### src/resp_pkg.sv
// Shared types and constants of the RESP command parser.
`timescale 1ns / 1ps

package resp_pkg;

  localparam int MAX_EL_W   = 16;
  localparam int MAX_LEN_W  = 30;
  localparam int CFG_IDX_W  = 8;
  localparam int CFG_DATA_W = 32;

  localparam logic [CFG_IDX_W-1:0] CFG_MAX_ELEMENTS    = 8'd0;
  localparam logic [CFG_IDX_W-1:0] CFG_MAX_BULK_LENGTH = 8'd1;

  localparam logic [MAX_EL_W-1:0]  MAX_EL_RESET  = 16'd1024;
  localparam logic [MAX_LEN_W-1:0] MAX_LEN_RESET = 30'd536870912;

  localparam logic [7:0] CH_STAR   = 8'h2A;
  localparam logic [7:0] CH_DOLLAR = 8'h24;
  localparam logic [7:0] CH_CR     = 8'h0D;
  localparam logic [7:0] CH_LF     = 8'h0A;
  localparam logic [7:0] CH_ZERO   = 8'h30;
  localparam logic [7:0] CH_NINE   = 8'h39;

  typedef enum logic [1:0] {
    EV_BYTE  = 2'd0,
    EV_END   = 2'd1,
    EV_ERR   = 2'd2,
    EV_EMPTY = 2'd3
  } event_e;

  typedef enum logic [2:0] {
    ERR_NONE      = 3'd0,
    ERR_NOT_STAR  = 3'd1,
    ERR_NOT_DOLL  = 3'd2,
    ERR_BAD_DIGIT = 3'd3,
    ERR_OVER      = 3'd4
  } err_e;

  typedef enum logic [8:0] {
    PH_IDLE     = 9'b000000001,
    PH_COUNT    = 9'b000000010,
    PH_COUNT_LF = 9'b000000100,
    PH_MARK     = 9'b000001000,
    PH_LEN      = 9'b000010000,
    PH_LEN_LF   = 9'b000100000,
    PH_DATA     = 9'b001000000,
    PH_TRAIL1   = 9'b010000000,
    PH_TRAIL2   = 9'b100000000
  } phase_e;

  typedef struct packed {
    logic [MAX_EL_W-1:0]  max_elements;
    logic [MAX_LEN_W-1:0] max_bulk_length;
  } cfg_t;

  typedef struct packed {
    event_e     ev;
    logic [7:0] payload;
    logic       last;
    err_e       err;
  } res_t;

endpackage

### src/resp_cfg_regs.sv
// Configuration registers of the RESP command parser.
`timescale 1ns / 1ps

module resp_cfg_regs
  import resp_pkg::*;
(
  input  logic                  clk_i,
  input  logic                  rst_ni,
  input  logic                  cfg_valid_i,
  output logic                  cfg_ready_o,
  input  logic [CFG_IDX_W-1:0]  cfg_index_i,
  input  logic [CFG_DATA_W-1:0] cfg_data_i,
  output cfg_t                  cfg_o
);

  cfg_t cfg_q, cfg_d;

  assign cfg_ready_o = 1'b1;
  assign cfg_o       = cfg_q;

  always_comb begin
    cfg_d = cfg_q;
    if (cfg_valid_i) begin
      case (cfg_index_i)
        CFG_MAX_ELEMENTS:    cfg_d.max_elements    = cfg_data_i[MAX_EL_W-1:0];
        CFG_MAX_BULK_LENGTH: cfg_d.max_bulk_length = cfg_data_i[MAX_LEN_W-1:0];
        default:             cfg_d = cfg_q;
      endcase
    end
  end

  always_ff @(posedge clk_i or negedge rst_ni) begin
    if (!rst_ni) begin
      cfg_q.max_elements    <= MAX_EL_RESET;
      cfg_q.max_bulk_length <= MAX_LEN_RESET;
    end else begin
      cfg_q <= cfg_d;
    end
  end

endmodule

### src/resp_parse_core.sv
// Parse state and per-byte decode of the RESP command parser.
`timescale 1ns / 1ps

module resp_parse_core
  import resp_pkg::*;
#(
  parameter int COUNT_BITS  = 16,
  parameter int LENGTH_BITS = 30
) (
  input  logic                   clk_i,
  input  logic                   rst_ni,
  input  logic                   accept_i,
  input  logic [7:0]             data_byte_i,
  input  logic                   flush_i,
  input  cfg_t                   cfg_i,
  output logic                   res_fire_o,
  output res_t                   res_o,
  output logic [COUNT_BITS-1:0]  res_index_o,
  output logic [LENGTH_BITS-1:0] res_length_o
);

  localparam int ACC_W = (COUNT_BITS > LENGTH_BITS) ? COUNT_BITS : LENGTH_BITS;
  localparam int W     = (ACC_W + 4 > MAX_LEN_W + 1) ? ACC_W + 4 : MAX_LEN_W + 1;

  localparam logic [W-1:0] COUNT_MAX = {{(W-COUNT_BITS){1'b0}}, {COUNT_BITS{1'b1}}};
  localparam logic [W-1:0] LEN_MAX   = {{(W-LENGTH_BITS){1'b0}}, {LENGTH_BITS{1'b1}}};

  phase_e                 phase_q, phase_d;
  logic [COUNT_BITS-1:0]  total_q, total_d;
  logic [COUNT_BITS-1:0]  num_q, num_d;
  logic [ACC_W-1:0]       acc_q, acc_d;
  logic                   seen_q, seen_d;
  logic [LENGTH_BITS-1:0] rem_q, rem_d;
  logic [LENGTH_BITS-1:0] len_q, len_d;

  logic [W-1:0] acc_ext, acc_next, el_ext, bl_ext, count_cap, length_cap, cap;
  logic         is_cr, is_digit, over, is_last, clear, fail;
  err_e         fail_code;

  // Digit step: acc * 10 + digit, wide enough to never wrap.
  assign acc_ext  = {{(W-ACC_W){1'b0}}, acc_q};
  assign acc_next = (acc_ext << 3) + (acc_ext << 1) + {{(W-4){1'b0}}, data_byte_i[3:0]};
  assign el_ext   = {{(W-MAX_EL_W){1'b0}}, cfg_i.max_elements};
  assign bl_ext   = {{(W-MAX_LEN_W){1'b0}}, cfg_i.max_bulk_length};
  assign count_cap  = (el_ext < COUNT_MAX) ? el_ext : COUNT_MAX;
  assign length_cap = (bl_ext < LEN_MAX) ? bl_ext : LEN_MAX;
  assign cap        = (phase_q == PH_COUNT) ? count_cap : length_cap;
  assign over       = acc_next > cap;
  assign is_cr      = data_byte_i == CH_CR;
  assign is_digit   = (data_byte_i >= CH_ZERO) && (data_byte_i <= CH_NINE);
  assign is_last    = ({1'b0, num_q} + {{COUNT_BITS{1'b0}}, 1'b1}) >= {1'b0, total_q};

  always_comb begin
    phase_d      = phase_q;
    total_d      = total_q;
    num_d        = num_q;
    acc_d        = acc_q;
    seen_d       = seen_q;
    rem_d        = rem_q;
    len_d        = len_q;
    clear        = 1'b0;
    fail         = 1'b0;
    fail_code    = ERR_NONE;
    res_fire_o   = 1'b0;
    res_o        = '{ev: EV_BYTE, payload: 8'd0, last: 1'b0, err: ERR_NONE};
    res_index_o  = '0;
    res_length_o = '0;

    if (accept_i) begin
      if (flush_i) begin
        clear = 1'b1;
      end else begin
        case (phase_q)
          PH_IDLE: begin
            if (data_byte_i != CH_STAR) begin
              fail      = 1'b1;
              fail_code = ERR_NOT_STAR;
            end else begin
              acc_d   = '0;
              seen_d  = 1'b0;
              phase_d = PH_COUNT;
            end
          end
          PH_COUNT, PH_LEN: begin
            if (is_cr) begin
              if (seen_q) begin
                phase_d = (phase_q == PH_COUNT) ? PH_COUNT_LF : PH_LEN_LF;
              end else begin
                fail      = 1'b1;
                fail_code = ERR_BAD_DIGIT;
              end
            end else if (!is_digit) begin
              fail      = 1'b1;
              fail_code = ERR_BAD_DIGIT;
            end else begin
              acc_d  = acc_next[ACC_W-1:0];
              seen_d = 1'b1;
              if (over) begin
                fail      = 1'b1;
                fail_code = ERR_OVER;
              end
            end
          end
          PH_COUNT_LF: begin
            if (data_byte_i != CH_LF) begin
              fail      = 1'b1;
              fail_code = ERR_BAD_DIGIT;
            end else if (acc_q == '0) begin
              clear      = 1'b1;
              res_fire_o = 1'b1;
              res_o.ev   = EV_EMPTY;
            end else begin
              total_d = acc_q[COUNT_BITS-1:0];
              num_d   = '0;
              phase_d = PH_MARK;
            end
          end
          PH_MARK: begin
            if (data_byte_i != CH_DOLLAR) begin
              fail      = 1'b1;
              fail_code = ERR_NOT_DOLL;
            end else begin
              acc_d   = '0;
              seen_d  = 1'b0;
              phase_d = PH_LEN;
            end
          end
          PH_LEN_LF: begin
            if (data_byte_i != CH_LF) begin
              fail      = 1'b1;
              fail_code = ERR_BAD_DIGIT;
            end else begin
              len_d   = acc_q[LENGTH_BITS-1:0];
              rem_d   = acc_q[LENGTH_BITS-1:0];
              phase_d = (acc_q[LENGTH_BITS-1:0] != '0) ? PH_DATA : PH_TRAIL1;
            end
          end
          PH_DATA: begin
            rem_d = rem_q - {{(LENGTH_BITS-1){1'b0}}, 1'b1};
            if (rem_q == {{(LENGTH_BITS-1){1'b0}}, 1'b1}) begin
              phase_d = PH_TRAIL1;
            end
            res_fire_o    = 1'b1;
            res_o.payload = data_byte_i;
            res_index_o   = num_q;
            res_length_o  = len_q;
          end
          PH_TRAIL1: begin
            phase_d = PH_TRAIL2;
          end
          PH_TRAIL2: begin
            res_fire_o   = 1'b1;
            res_o.ev     = EV_END;
            res_o.last   = is_last;
            res_index_o  = num_q;
            res_length_o = len_q;
            if (is_last) begin
              clear = 1'b1;
            end else begin
              num_d   = num_q + {{(COUNT_BITS-1){1'b0}}, 1'b1};
              phase_d = PH_MARK;
            end
          end
          default: begin
            clear = 1'b1;
          end
        endcase
      end
    end

    // Report the error with the element number held before the drop.
    if (fail) begin
      res_fire_o  = 1'b1;
      res_o.ev    = EV_ERR;
      res_o.err   = fail_code;
      res_index_o = num_q;
      clear       = 1'b1;
    end

    if (clear) begin
      phase_d = PH_IDLE;
      total_d = '0;
      num_d   = '0;
      acc_d   = '0;
      seen_d  = 1'b0;
      rem_d   = '0;
      len_d   = '0;
    end
  end

  always_ff @(posedge clk_i or negedge rst_ni) begin
    if (!rst_ni) begin
      phase_q <= PH_IDLE;
      total_q <= '0;
      num_q   <= '0;
      acc_q   <= '0;
      seen_q  <= 1'b0;
      rem_q   <= '0;
      len_q   <= '0;
    end else begin
      phase_q <= phase_d;
      total_q <= total_d;
      num_q   <= num_d;
      acc_q   <= acc_d;
      seen_q  <= seen_d;
      rem_q   <= rem_d;
      len_q   <= len_d;
    end
  end

endmodule

### src/resp_out_reg.sv
// Result register of the RESP command parser.
`timescale 1ns / 1ps

module resp_out_reg
  import resp_pkg::*;
#(
  parameter int COUNT_BITS  = 16,
  parameter int LENGTH_BITS = 30
) (
  input  logic                   clk_i,
  input  logic                   rst_ni,
  input  logic                   res_fire_i,
  input  res_t                   res_i,
  input  logic [COUNT_BITS-1:0]  res_index_i,
  input  logic [LENGTH_BITS-1:0] res_length_i,
  output logic                   can_take_o,
  output logic                   out_valid_o,
  input  logic                   out_ready_i,
  output res_t                   res_o,
  output logic [COUNT_BITS-1:0]  res_index_o,
  output logic [LENGTH_BITS-1:0] res_length_o
);

  logic                   valid_q, valid_d;
  res_t                   res_q;
  logic [COUNT_BITS-1:0]  index_q;
  logic [LENGTH_BITS-1:0] length_q;

  // Room for a new result when none is held or the held one leaves in this cycle.
  assign can_take_o   = !valid_q || out_ready_i;
  assign out_valid_o  = valid_q;
  assign res_o        = res_q;
  assign res_index_o  = index_q;
  assign res_length_o = length_q;

  always_comb begin
    valid_d = valid_q;
    if (res_fire_i) begin
      valid_d = 1'b1;
    end else if (out_ready_i) begin
      valid_d = 1'b0;
    end
  end

  always_ff @(posedge clk_i or negedge rst_ni) begin
    if (!rst_ni) begin
      valid_q <= 1'b0;
    end else begin
      valid_q <= valid_d;
    end
  end

  always_ff @(posedge clk_i) begin
    if (res_fire_i) begin
      res_q    <= res_i;
      index_q  <= res_index_i;
      length_q <= res_length_i;
    end
  end

endmodule

### src/resp_command_parser.sv
// Top level of the RESP command parser: array of bulk strings, one byte per item.
// A result is registered and appears on the output in the cycle after the item that causes it.
// Throughput: one byte item per cycle while in_ready_o is high; the parse state register updates every cycle.
// The output register holds a result until the consumer takes it; no byte is taken while it stalls.
// Reset: asynchronous, active low; parser idle, limits 1024 elements and 2^29 bytes.
`timescale 1ns / 1ps

module resp_command_parser
  import resp_pkg::*;
#(
  parameter int COUNT_BITS  = 16,
  parameter int LENGTH_BITS = 30
) (
  input  logic                   clk_i,
  input  logic                   rst_ni,
  // configuration write channel
  input  logic                   cfg_valid_i,
  output logic                   cfg_ready_o,
  input  logic [CFG_IDX_W-1:0]   cfg_index_i,
  input  logic [CFG_DATA_W-1:0]  cfg_data_i,
  // byte input channel
  input  logic                   in_valid_i,
  output logic                   in_ready_o,
  input  logic [7:0]             data_byte_i,
  input  logic                   flush_i,
  // result channel
  output logic                   out_valid_o,
  input  logic                   out_ready_i,
  output logic [1:0]             event_res_o,
  output logic [7:0]             payload_o,
  output logic [COUNT_BITS-1:0]  element_index_o,
  output logic [LENGTH_BITS-1:0] element_length_o,
  output logic                   last_element_o,
  output logic [2:0]             error_code_o
);

  cfg_t                   cfg;
  logic                   accept;
  logic                   res_fire;
  res_t                   res_next, res_held;
  logic [COUNT_BITS-1:0]  index_next;
  logic [LENGTH_BITS-1:0] length_next;

  // Limits for the count and length headers.
  resp_cfg_regs u_cfg (
    .clk_i       (clk_i),
    .rst_ni      (rst_ni),
    .cfg_valid_i (cfg_valid_i),
    .cfg_ready_o (cfg_ready_o),
    .cfg_index_i (cfg_index_i),
    .cfg_data_i  (cfg_data_i),
    .cfg_o       (cfg)
  );

  // Take a byte whenever the result register can absorb what it may cause.
  assign accept = in_valid_i && in_ready_o;

  // Decode the byte against the parse state and advance it.
  resp_parse_core #(
    .COUNT_BITS  (COUNT_BITS),
    .LENGTH_BITS (LENGTH_BITS)
  ) u_core (
    .clk_i        (clk_i),
    .rst_ni       (rst_ni),
    .accept_i     (accept),
    .data_byte_i  (data_byte_i),
    .flush_i      (flush_i),
    .cfg_i        (cfg),
    .res_fire_o   (res_fire),
    .res_o        (res_next),
    .res_index_o  (index_next),
    .res_length_o (length_next)
  );

  // Hold the result until the consumer takes it.
  resp_out_reg #(
    .COUNT_BITS  (COUNT_BITS),
    .LENGTH_BITS (LENGTH_BITS)
  ) u_out (
    .clk_i        (clk_i),
    .rst_ni       (rst_ni),
    .res_fire_i   (res_fire),
    .res_i        (res_next),
    .res_index_i  (index_next),
    .res_length_i (length_next),
    .can_take_o   (in_ready_o),
    .out_valid_o  (out_valid_o),
    .out_ready_i  (out_ready_i),
    .res_o        (res_held),
    .res_index_o  (element_index_o),
    .res_length_o (element_length_o)
  );

  assign event_res_o    = res_held.ev;
  assign payload_o      = res_held.payload;
  assign last_element_o = res_held.last;
  assign error_code_o   = res_held.err;

endmodule

### config.mk
export PLATFORM = sky130hd
export DESIGN_NAME = resp_command_parser
export DESIGN_NICKNAME = d
export VERILOG_FILES = /design/src/resp_pkg.sv /design/src/resp_cfg_regs.sv /design/src/resp_parse_core.sv /design/src/resp_out_reg.sv /design/src/resp_command_parser.sv
export SDC_FILE = /design/constraint.sdc
export NUM_CORES = 1
export LEC_CHECK = 0
export ABC_AREA = 1
export BUFFER_PORTS_ARGS = -buffer_cell sky130_fd_sc_hd__buf_2
export CORE_UTILIZATION = 40
export DETAILED_ROUTE_END_ITERATION = 7
export PLACE_DENSITY = 0.57
export SLEW_MARGIN = 20
export SYNTH_ARGS = -nofsm -noshare
export SYNTH_HDL_FRONTEND = slang
export SYNTH_SLANG_ARGS = --single-unit
### constraint.sdc
create_clock -name clk_i -period 6.6 [get_ports clk_i]
set_input_delay 1.32 -clock clk_i [delete_from_list [all_inputs] [get_ports clk_i]]
set_output_delay 1.32 -clock clk_i [all_outputs]
set_load 0.02 [all_outputs]
After elaboration in Yosys (flattened, before gate mapping)
Cells that the tools add are included.
{ "word_totals": {"wordCells": 192, "in_bits": 54, "regBits": 239, "out_inout_bits": 63} }
{ "classes": {"mux": 98, "eq_ne": 29, "n_bitwise": 5, "n_lt_le_gt_ge": 6, "n_reduce_logical": 32, "n_addsub": 5} }
{ "op_table": {"columns": ["operator", "n"], "rows": [
  ["$mux W30", 16],
  ["$mux W16", 17],
  ["$mux W9", 12],
  ["$pmux W30 S3", 1],
  ["$pmux W9 S8", 1],
  ["$pmux W30 S2", 1],
  ["$add A33 B31 Y34", 1],
  ["$add A34 B4 Y34", 1],
  ["$gt A34 B34 Y1", 1],
  ["$mux W34", 1],
  ["$pmux W16 S2", 1],
  ["$eq A30 B1 Y1 const B", 1],
  ["$logic_not A30 Y1", 1],
  ["$lt A30 B30 Y1 const B", 1],
  ["$reduce_bool A30 Y1", 1],
  ["$sub A30 B1 Y30 const B", 1],
  ["$mux W1", 29],
  ["$mux W11", 2],
  ["$add A16 B1 Y17 const B", 1],
  ["$ge A17 B16 Y1", 1],
  ["$add A16 B1 Y16 const B", 1],
  ["$lt A16 B16 Y1 const B", 1],
  ["$mux W8", 2],
  ["$ne A8 B6 Y1 const B", 2],
  ["other kinds (44)", 78]
]} }

Logic depth before layout (Yosys ltp)
Gate-level depths: netlist of run 1.
{ "depth": {"ltp_word": 13, "mapped_depth": 38, "depth_no_buf": 36} }

Cells and area by module
From an unflattened synthesis of run 1, not the netlist that was laid out.
{ "unflattened": {"cells_unflattened": 1963, "area_unflattened_um2": 15093.2} }
{ "by_module_without_submodules": {"columns": ["mod", "area_per_inst_um2", "cells_each", "n_inst"], "rows": [
  ["resp_parse_core", 11327.1, 1675, 1],
  ["resp_cfg_regs", 1911.8, 221, 1],
  ["resp_out_reg", 1846.8, 65, 1],
  ["resp_command_parser", 7.5, 2, 1]
]} }

Worst setup path after synthesis of run 1
Ideal clock, no wire load.
{ "synth_path": {"path_type": "input-to-reg", "from": "input data_byte_i[3]", "to": "register u_out.index_q[0] (netlist: u_out.res_index_o[0]), enable pin", "arrival_time_ps": 5950, "n_path_buf": 0, "stages": 24, "path_slack_ps": -166, "setup_ps": 816, "path_cell_list": "inv_1 fa_1 fa_1 inv_1 nand3_1 nand2_1 nand2_1 nand2_1 nand2_1 nand2_2 a31o_2 xor2_1 inv_1 ha_1 nand3_1 nor2_1 nand3_1 or3b_2 nand2_1 nand3_1 nand2_1 nand2_2 nand2_4 nand3_1"} }
{ "synth_between": {"elab_chain_cells": 9, "word_cells_on_any_way": 23} }
{ "synth_lines": {"columns": ["element", "line_no", "rtl"], "rows": [
  ["from (decl)", "resp_command_parser.sv:24", "input logic [7:0] data_byte_i,"],
  ["$add A34 B4 Y34", "resp_parse_core.sv:42", "assign acc_next = (acc_ext << 3) + (acc_ext << 1) + {{(W-4){1'b0}}, data_byte_i[3:0]};"],
  ["$gt A34 B34 Y1", "resp_parse_core.sv:48", "assign over = acc_next > cap;"],
  ["$mux W1", "resp_parse_core.sv:98", "if (over) begin"],
  ["$mux W1", "resp_parse_core.sv:92", "end else if (!is_digit) begin"],
  ["$mux W1", "resp_parse_core.sv:85", "if (is_cr) begin"],
  ["$pmux W1 S4", "resp_parse_core.sv:73", "case (phase_q)"],
  ["$mux W1", "resp_parse_core.sv:70", "if (flush_i) begin"],
  ["$mux W1", "resp_parse_core.sv:69", "if (accept_i) begin"],
  ["$mux W1 *", "resp_parse_core.sv:172", "if (fail) begin"],
  ["net res_fire", "resp_command_parser.sv:39", "logic res_fire;"],
  ["to (signal assigned)", "resp_out_reg.sv:56", "index_q <= res_index_i;"],
  ["to (decl)", "resp_out_reg.sv:26", "logic [COUNT_BITS-1:0] index_q;"]
]} }
The timed path passes the listed nets; every way through them passes the cells marked *.
A chain may end at the register's enable or synchronous reset.

Final worst setup path of run 1
{ "layout_path": {"from": "input data_byte_i[3]", "to": "register u_core.acc_q[15]"} }
{ "layout_between": {"elab_chain_cells": 11, "word_cells_on_any_way": 37} }
{ "layout_lines": {"columns": ["element", "line_no", "rtl"], "rows": [
  ["$add A34 B4 Y34", "resp_parse_core.sv:42", null],
  ["$gt A34 B34 Y1", "resp_parse_core.sv:48", null],
  ["$mux W1", "resp_parse_core.sv:98", null],
  ["$mux W1", "resp_parse_core.sv:92", null],
  ["$mux W1", "resp_parse_core.sv:85", null],
  ["$pmux W1 S4", "resp_parse_core.sv:73", null],
  ["$mux W1", "resp_parse_core.sv:70", null],
  ["$mux W1", "resp_parse_core.sv:69", null],
  ["$mux W1", "resp_parse_core.sv:172", null],
  ["$ne A3 B2 Y1 (no source line) (tied with other cells)", null, null],
  ["$reduce_and A7 Y1 (no source line)", null, null],
  ["to (signal assigned)", "resp_parse_core.sv:196", "acc_q <= '0;"],
  ["to (signal assigned)", "resp_parse_core.sv:204", "acc_q <= acc_d;"],
  ["to (decl)", "resp_parse_core.sv:31", "logic [ACC_W-1:0] acc_q, acc_d;"]
]} }
Several ways; a longest one is shown, not always the timed one. The select of a mux whose other input is x is not followed.

==> impl_metrics.env, run 1 <==
export IMPL_post_cts_buffers=0
export IMPL_multi_input_area_um2=7160
export IMPL_start_kind="primary input"
export IMPL_yosysWarnings=0
export IMPL_slew_violations=0
export IMPL_clkTransAtPathRegs_ns=0.06
export IMPL_crit_arrival_ns=6.45
export IMPL_synth_area_mux_share=0.0216
export IMPL_mostFrequentLayoutCell="nand2_1"
export IMPL_routabilityCongestion=0.902
export IMPL_total_power_uw=4390
export IMPL_syn_num_nets=2000
export IMPL_antenna_found_initial=0
export IMPL_fin_worst_skew_ns=0.0180
export IMPL_layout_common_cells="431 x nand2_1, 265 x inv_1, 195 x nor2_1"
export IMPL_vdd_ir_drop_max_uv=198
export IMPL_grt_max_degree=97
export IMPL_max_stage_delay_ns=0.63
export IMPL_htreeDepth=1
export IMPL_nFillCells=3598
export IMPL_syn_area_um2=14700
export IMPL_dp_hpwl_um=28100
export IMPL_tns_ns=0
export IMPL_vias=12300
export IMPL_cts_tree="yes"
export IMPL_hold_ws_ns=0.472
export IMPL_portBuffers=113
export IMPL_cts_hold_buf=0
export IMPL_grt_pass1_vias=12000
export IMPL_relSlewSlack=0.339
export IMPL_ys_seq_area_frac=0.427
export IMPL_drc=0
export IMPL_slowest_stage="fa_1"
export IMPL_cp_required_ns=7.08
export IMPL_synth_flop_cell="dfrtp_1"
export IMPL_drtPass1Iterations=5
export IMPL_synth_compound_area_frac=0.104
export IMPL_synthAdderAreaFrac=0.0944
export IMPL_synth_edf_count=60
export IMPL_ys_types=56
export IMPL_cellLeakagePower_uw=0.00876
export IMPL_core_area_um2=35900
export IMPL_path_common_cell="nand2_1"
export IMPL_cts_sinks=239
export IMPL_hold_viol_final=0
export IMPL_synthSimpleGateAreaFrac=0.237
export IMPL_syn_area_per_cell_um2=8.02
export IMPL_clock_latency_ns=0.58
export IMPL_path_max_fanout=11
export IMPL_grt_usage=0.200
export IMPL_grt_pass1_wl_um=61100
export IMPL_crit_type="in2reg"
export IMPL_wl_per_cell_um=14.9
export IMPL_pre_cts_ws_ns=0.0521
export IMPL_numCtsBuffers=29
export IMPL_setup_slack_ns=0.632
export IMPL_p_per_area_nw_per_um2=257
export IMPL_synthXorXnorAreaFrac=0.0285
export IMPL_cts_repair_resized=0
export IMPL_start_util=0.410
export IMPL_max_freq_mhz=168
export IMPL_ys_async_sr_fraction=0.749
export IMPL_clock_path_buffers=3
export IMPL_min_period_over_period=0.904
export IMPL_overflow=0
export IMPL_hold_class="reg2reg"
export IMPL_status="complete, no violations"
export IMPL_core_rowCount=69
export IMPL_vias_per_cell=4.97
export IMPL_wl_um=37000
export IMPL_syn_inst=1836
export IMPL_drive_above_1_share=0.147
export IMPL_die_y_um=194
export IMPL_tightest_slew_ns=0.991
export IMPL_area_delta_synth_final_pct=15.8
export IMPL_max_cap_violations=0
export IMPL_cts_root_buf="clkbuf_16"
export IMPL_first_iter_violations=565
export IMPL_rsz0062_at_grt="no"
export IMPL_drtAntennaViolNets=0
export IMPL_io_pins=117
export IMPL_period_minus_slack_ns=5.97
export IMPL_die_area_um2=37600
export IMPL_die_w_um=194
export IMPL_ys_ff_latch=239
export IMPL_setup_viol=0
export IMPL_regArea_um2=6280
export IMPL_cp_end_kind="register"
export IMPL_synth_top_family_by_area="simple AND/OR/NAND/NOR gates"
export IMPL_n_antenna_cell=0
export IMPL_nNetsFinal=2153
export IMPL_postLayoutCoreUtil=0.475
[kinds of logic (layout without fill, tap and decap cells)]
group	Yosys count	in the layout
flip-flops	239	239
adder cells (fa/ha/maj)	110	110
XOR/XNOR	48	48
AND/OR/NAND/NOR	818	818
other	1	1
multiplexers	30	30
buffers and inverters	319	495
AO/OA/AOI/OAI	271	271
[flip-flops by register name, indices dropped and copies added (netlist names)]
register / flops
u_cfg.cfg_o: 46
u_core.acc_q: 30
u_core.len_q: 30
u_core.num_q: 16
u_core.phase_q: 9
u_core.rem_q: 30
u_core.seen_q: 1
u_core.total_q: 16
u_out.out_valid_o: 1
u_out.res_index_o: 16
u_out.res_length_o: 30
u_out.res_o: 14
[worst max-delay path: cells and delay by family]
| family | cells | cell delay (ns) |
|---|---|---|
| buffers and inverters | 7 | 0.86 |
| xor gates and xnor gates | 1 | 0.27 |
| and+or+nand+nor | 16 | 2.18 |
| AOI/OAI and AO/OA | 3 | 0.59 |
| adders and majority gates | 3 | 1.21 |
[synth_stat cells (2+ instances only)]
cell type | count | area share
inv_2 | 6 | 0.0015
o21ai_2 | 26 | 0.015
o21bai_1 | 10 | 0.0051
dfrtp_1 | 176 | 0.30
nand3_1 | 88 | 0.030
nand3b_1 | 3 | 0.0015
buf_2 | 11 | 0.0037
a31oi_1 | 5 | 0.0021
mux2i_1 | 16 | 0.011
o21a_1 | 2 | 0.0010
a21oi_1 | 56 | 0.019
clkbuf_1 | 20 | 0.0051
o31ai_1 | 2 | 0.0010
nor3_1 | 31 | 0.011
o21ai_0 | 128 | 0.043
nor2_4 | 2 | 0.0015
buf_4 | 4 | 0.0020
fa_1 | 2 | 0.0027
a31o_2 | 2 | 0.0012
nand2_1 | 431 | 0.11
xnor2_1 | 15 | 0.0089
ha_1 | 108 | 0.092
nor3b_1 | 2 | 0.0010
dfstp_2 | 3 | 0.0054
nor4_1 | 12 | 0.0051
a21o_1 | 4 | 0.0020
o21ai_1 | 31 | 0.011
nor2_2 | 6 | 0.0025
inv_1 | 265 | 0.068
nand4_1 | 23 | 0.0098
nor4_4 | 2 | 0.0029
edfxtp_1 | 60 | 0.12
buf_6 | 7 | 0.0054
nand2_2 | 12 | 0.0051
mux2_2 | 14 | 0.011
nor2_1 | 196 | 0.050
xor2_1 | 33 | 0.020
nand2_4 | 3 | 0.0023
buf_1 | 2 | 0.00051
[report_power, final]
group / switching [uW] / internal, uW
combinational: 785 / 363
clock: 638 / 934
sequential: 35.7 / 1640
[routing by layer]
metal  vias to the layer above  track usage  part of all wire
li1                       6275            -                 -
met1                      5713        0.279              0.49
met2                       247        0.327              0.45
met3                        56       0.0275             0.042
met4                         0       0.0514             0.025
met5                         -            0                 0
[cell type report]
type	instances	share of cell area
multi-input combinational	1278	0.420
timing repair buffer	168	0.0623
clock inverter	8	0.00506
tap	461	0.0338
sequential	239	0.368
inverter	273	0.0602
clock buffer	46	0.0505
[path summary, 6_finish.rpt]
kind                              startpoint  cells after the start  slack [ns]           endpoint
max                           data_byte_i[3]                     30        0.63   u_core.acc_q[15]
min                        u_core.phase_q[0]                      2        0.47  u_core.phase_q[0]
max reg2reg                  u_core.acc_q[0]                     29        1.09   u_core.acc_q[15]
min reg2reg                u_core.phase_q[0]                      2        0.47  u_core.phase_q[0]
max in group asynchronous             rst_ni                      2        4.53     u_cfg.cfg_o[1]
min in group asynchronous             rst_ni                      1        0.80     u_cfg.cfg_o[4]
[metrics by stage]
stage	instances	cell area (um^2)
after floorplan	1836	14700
after global placement	2418	16100
after detailed placement	2418	16100
after CTS	2472	17100
after global routing	2473	17100
final	2473	17100
Note: power is estimated with default switching activity, not from simulation.
==> run 2: changes to the inputs <==
--- a/config.mk
+++ b/config.mk
@@ -5,8 +5,8 @@
 export SDC_FILE = /design/constraint.sdc
 export NUM_CORES = 1
 export LEC_CHECK = 0
-export ABC_AREA = 1
 export BUFFER_PORTS_ARGS = -buffer_cell sky130_fd_sc_hd__buf_2
+export CAP_MARGIN = 20
 export CORE_UTILIZATION = 40
 export DETAILED_ROUTE_END_ITERATION = 7
 export PLACE_DENSITY = 0.57
==> run 2 against run 1 <==
Combinational power down 33%. Critical endpoint is now u_core.acc_q[21]. Highest routed layer unchanged. Register-to-register slack worse by 0.51 ns. Final area down 1.7%. Sequential power about the same.
==> impl_metrics.env, run 2 <==
export IMPL_wl_per_cell_um=19.5
export IMPL_cts_root_buf="clkbuf_16"
export IMPL_wl_um=40900
export IMPL_total_power_uw=3880
export IMPL_layout_common_cells="176 x nand2_1, 176 x dfrtp_1, 126 x a21oi_1"
export IMPL_dp_cells=2037
export IMPL_grt_pass1_vias=11500
export IMPL_relSlewSlack=0.286
export IMPL_yosys_area_top_type_share=0.309
export IMPL_drtPass1Iterations=5
export IMPL_min_from="u_core.len_q[11]"
export IMPL_synth_area_leaders="dfrtp_1 31%, edfxtp_1 13%, ha_1 9.5%"
export IMPL_synth_flop_cell="dfrtp_1"
export IMPL_synthXorXnorAreaFrac=0.0276
export IMPL_drc=0
export IMPL_core_rowCount=68
export IMPL_drive_above_1_share=0.191
export IMPL_cp_required_ns=7.08
export IMPL_crit_type="in2reg"
export IMPL_cts_tree="yes"
export IMPL_vdd_ir_drop_max_uv=206
export IMPL_syn_area_per_cell_um2=9.65
export IMPL_p_clk_frac=0.372
export IMPL_internal_power_uw=2720
export IMPL_portBuffers=113
export IMPL_cts_hold_buf=0
export IMPL_clock_path_buffers=3
export IMPL_start_util=0.410
export IMPL_vias_per_cell=5.76
export IMPL_synth_edf_count=60
export IMPL_htreeDepth=1
export IMPL_p_switching_uw=1160
export IMPL_clkTransAtPathRegs_ns=0.06
export IMPL_n_antenna_cell=0
export IMPL_core_area_um2=34800
export IMPL_overflow=0
export IMPL_synth_compound_area_frac=0.182
export IMPL_path_common_cell="buf_6"
export IMPL_antenna_found_initial=0
export IMPL_reg2reg_depth=24
export IMPL_max_cap_violations=0
export IMPL_drtAntennaViolNets=0
export IMPL_area_delta_synth_final_pct=17.6
export IMPL_die_area_um2=36400
export IMPL_yosys_area_top_type="dfrtp_1"
export IMPL_cp_end_kind="register"
export IMPL_min_period_over_period=0.982
export IMPL_syn_inst=1479
export IMPL_pwr_share_seq=0.429
export IMPL_ys_seq_area_frac=0.440
export IMPL_grt_pass1_wl_um=63800
export IMPL_synthSimpleGateAreaFrac=0.182
export IMPL_synthAdderAreaFrac=0.0975
export IMPL_whs_path_depth=1
export IMPL_period_minus_slack_ns=6.48
export IMPL_dp_hpwl_um=29300
export IMPL_syn_num_nets=1643
export IMPL_critPathTopFamily="compound AO/OA/AOI/OAI gates"
export IMPL_largest_register_ffs=46
export IMPL_synth_area_mux_share=0.0363
export IMPL_slew_violations=0
export IMPL_max_freq_mhz=154
export IMPL_r2r_end="u_core.acc_q[21]"
export IMPL_tightest_slew_ns=1.07
export IMPL_ys_async_sr_fraction=0.749
export IMPL_syn_area_um2=14300
export IMPL_fin_cells=2100
export IMPL_pwr_share_comb=0.200
export IMPL_start_kind="primary input"
export IMPL_slowest_stage="fa_2"
export IMPL_r2r_slack_ns=0.58
export IMPL_hold_class="reg2reg"
export IMPL_grt_usage=0.222
export IMPL_max_stage_delay_ns=0.56
export IMPL_crit_arrival_ns=6.96
export IMPL_clock_latency_ns=0.54
export IMPL_vias=12100
export IMPL_ys_types=74
export IMPL_grt_max_degree=76
export IMPL_numCtsBuffers=28
export IMPL_p_per_area_nw_per_um2=231
export IMPL_yosysMostFrequentCell="nand2_1"
export IMPL_postLayoutCoreUtil=0.482
export IMPL_first_iter_violations=920
export IMPL_status="complete, no violations"
export IMPL_ys_ff_latch=239
export IMPL_yosysWarnings=0
export IMPL_synth_top_family_by_area="compound AO/OA/AOI/OAI gates"
export IMPL_io_pins=117
export IMPL_hold_viol_final=0
export IMPL_die_w_um=191
export IMPL_cts_sinks=239
export IMPL_hold_path_end="u_core.len_q[11]"
export IMPL_routabilityCongestion=0.919
export IMPL_switching_share=0.299
export IMPL_nNetsFinal=1787
export IMPL_r2r_start="u_core.acc_q[14]"
export IMPL_path_max_fanout=7
export IMPL_setup_viol=0
export IMPL_crit_buf_inv=7
export IMPL_fin_worst_skew_ns=0.0128
export IMPL_die_y_um=191
export IMPL_cellLeakagePower_uw=0.00758
export IMPL_ys_top_cells_by_count="177 x nand2_1, 176 x dfrtp_1, 128 x a21oi_1, 108 x ha_1, 98 x nor2_1"
run 2: repair_timing:
| item | 4_1_cts | 5_1_grt |
|---|---|---|
| resized for setup | 2 | 15 |
| gates cloned | 0 | 3 |
| setup buffers | 0 | 8 |
| hold endpoints to repair | 0 | 0 |
| endpoints found under the setup margin | 11 | 208 |
| pin swaps | 0 | 15 |
run 2: worst max-delay path by stage:
stage | start | cells past startpoint | to | slack, ns
after global placement | data_byte_i[3] | 25 | u_core.rem_q[18] | -0.56
after CTS | data_byte_i[3] | 25 | u_core.rem_q[17] | 0.05
after floorplan | data_byte_i[3] | 23 | u_out.res_index_o[0] | 0.02
final | data_byte_i[3] | 27 | u_core.acc_q[21] | 0.12
after global routing | data_byte_i[3] | 27 | u_core.acc_q[3] | -0.13
after detailed placement | data_byte_i[3] | 25 | u_core.rem_q[17] | -0.57
run 2: layer usage:
| metal | wire, um | part of all wire | vias to the layer above | global-route usage |
|---|---|---|---|---|
| li1 | - | - | 5757 | - |
| met1 | 19200 | 0.47 | 5917 | 0.314 |
| met2 | 18500 | 0.45 | 356 | 0.354 |
| met3 | 2220 | 0.054 | 64 | 0.0300 |
| met4 | 978 | 0.024 | 0 | 0.0637 |
| met5 | 0 | 0 | - | 0 |
run 2: logic make-up after synthesis:
logic type | after synthesis
buffers and inverters | 115
adders and majority gates | 110
other | 1
AOI/OAI and AO/OA | 402
and+or+nand+nor | 521
muxes | 46
DFF | 239
xor gates and xnor gates | 45
run 2: metrics by stage:
stage | setup slack, ns | hold slack, ns | setup TNS, ns | area [um^2]
6_report | 0.120 | 0.498 | 0 | 16800
4_1_cts | 0.0473 | 0.500 | 0 | 16600
3_3_place_gp | -0.565 | 0.483 | -100.28 | 15700
5_1_grt | -0.135 | 0.514 | -10.56 | 16800
3_5_place_dp | -0.574 | 0.486 | -98.87 | 15700
2_1_floorplan | 0.0249 | 0.464 | 0 | 14300
run 2: area by class of cell:
type	instances	area, um^2
Inverter	39	146
Multi-Input combinational cell	1125	7620
Timing Repair Buffer	190	1300
Fill cell	3319	18000
Clock buffer	36	772
Clock inverter	16	86.3
Tap cell	455	569
Sequential cell	239	6280
run 2: worst register-to-register path, cell delays in order, from the launching register on:
cell,delay [ns]
dfrtp_1,0.69
ha_1,0.34
ha_1,0.40
a211oi_1,0.34
o21bai_1,0.16
nor2_1,0.21
a211oi_2,0.06
buf_4,0.15
o21ai_0,0.22
nand2b_1,0.09
a21oi_1,0.25
xnor2_2,0.15
ha_1,0.30
nand4_1,0.10
or4_4,0.56
nand4bb_1,0.22
nor2b_1,0.15
a22o_1,0.22
a211oi_4,0.29
a31oi_4,0.18
buf_6,0.18
a211oi_4,0.21
buf_6,0.18
buf_6,0.18
a22o_1,0.15
run 2: power groups by stage:
stage	logic, uW	registers, uW	clock network [uW]
floorplan	328	1770	0
global placement	677	1690	0
detailed placement	684	1690	0
CTS	685	1660	1480
global route	836	1670	1540
finish	774	1660	1440
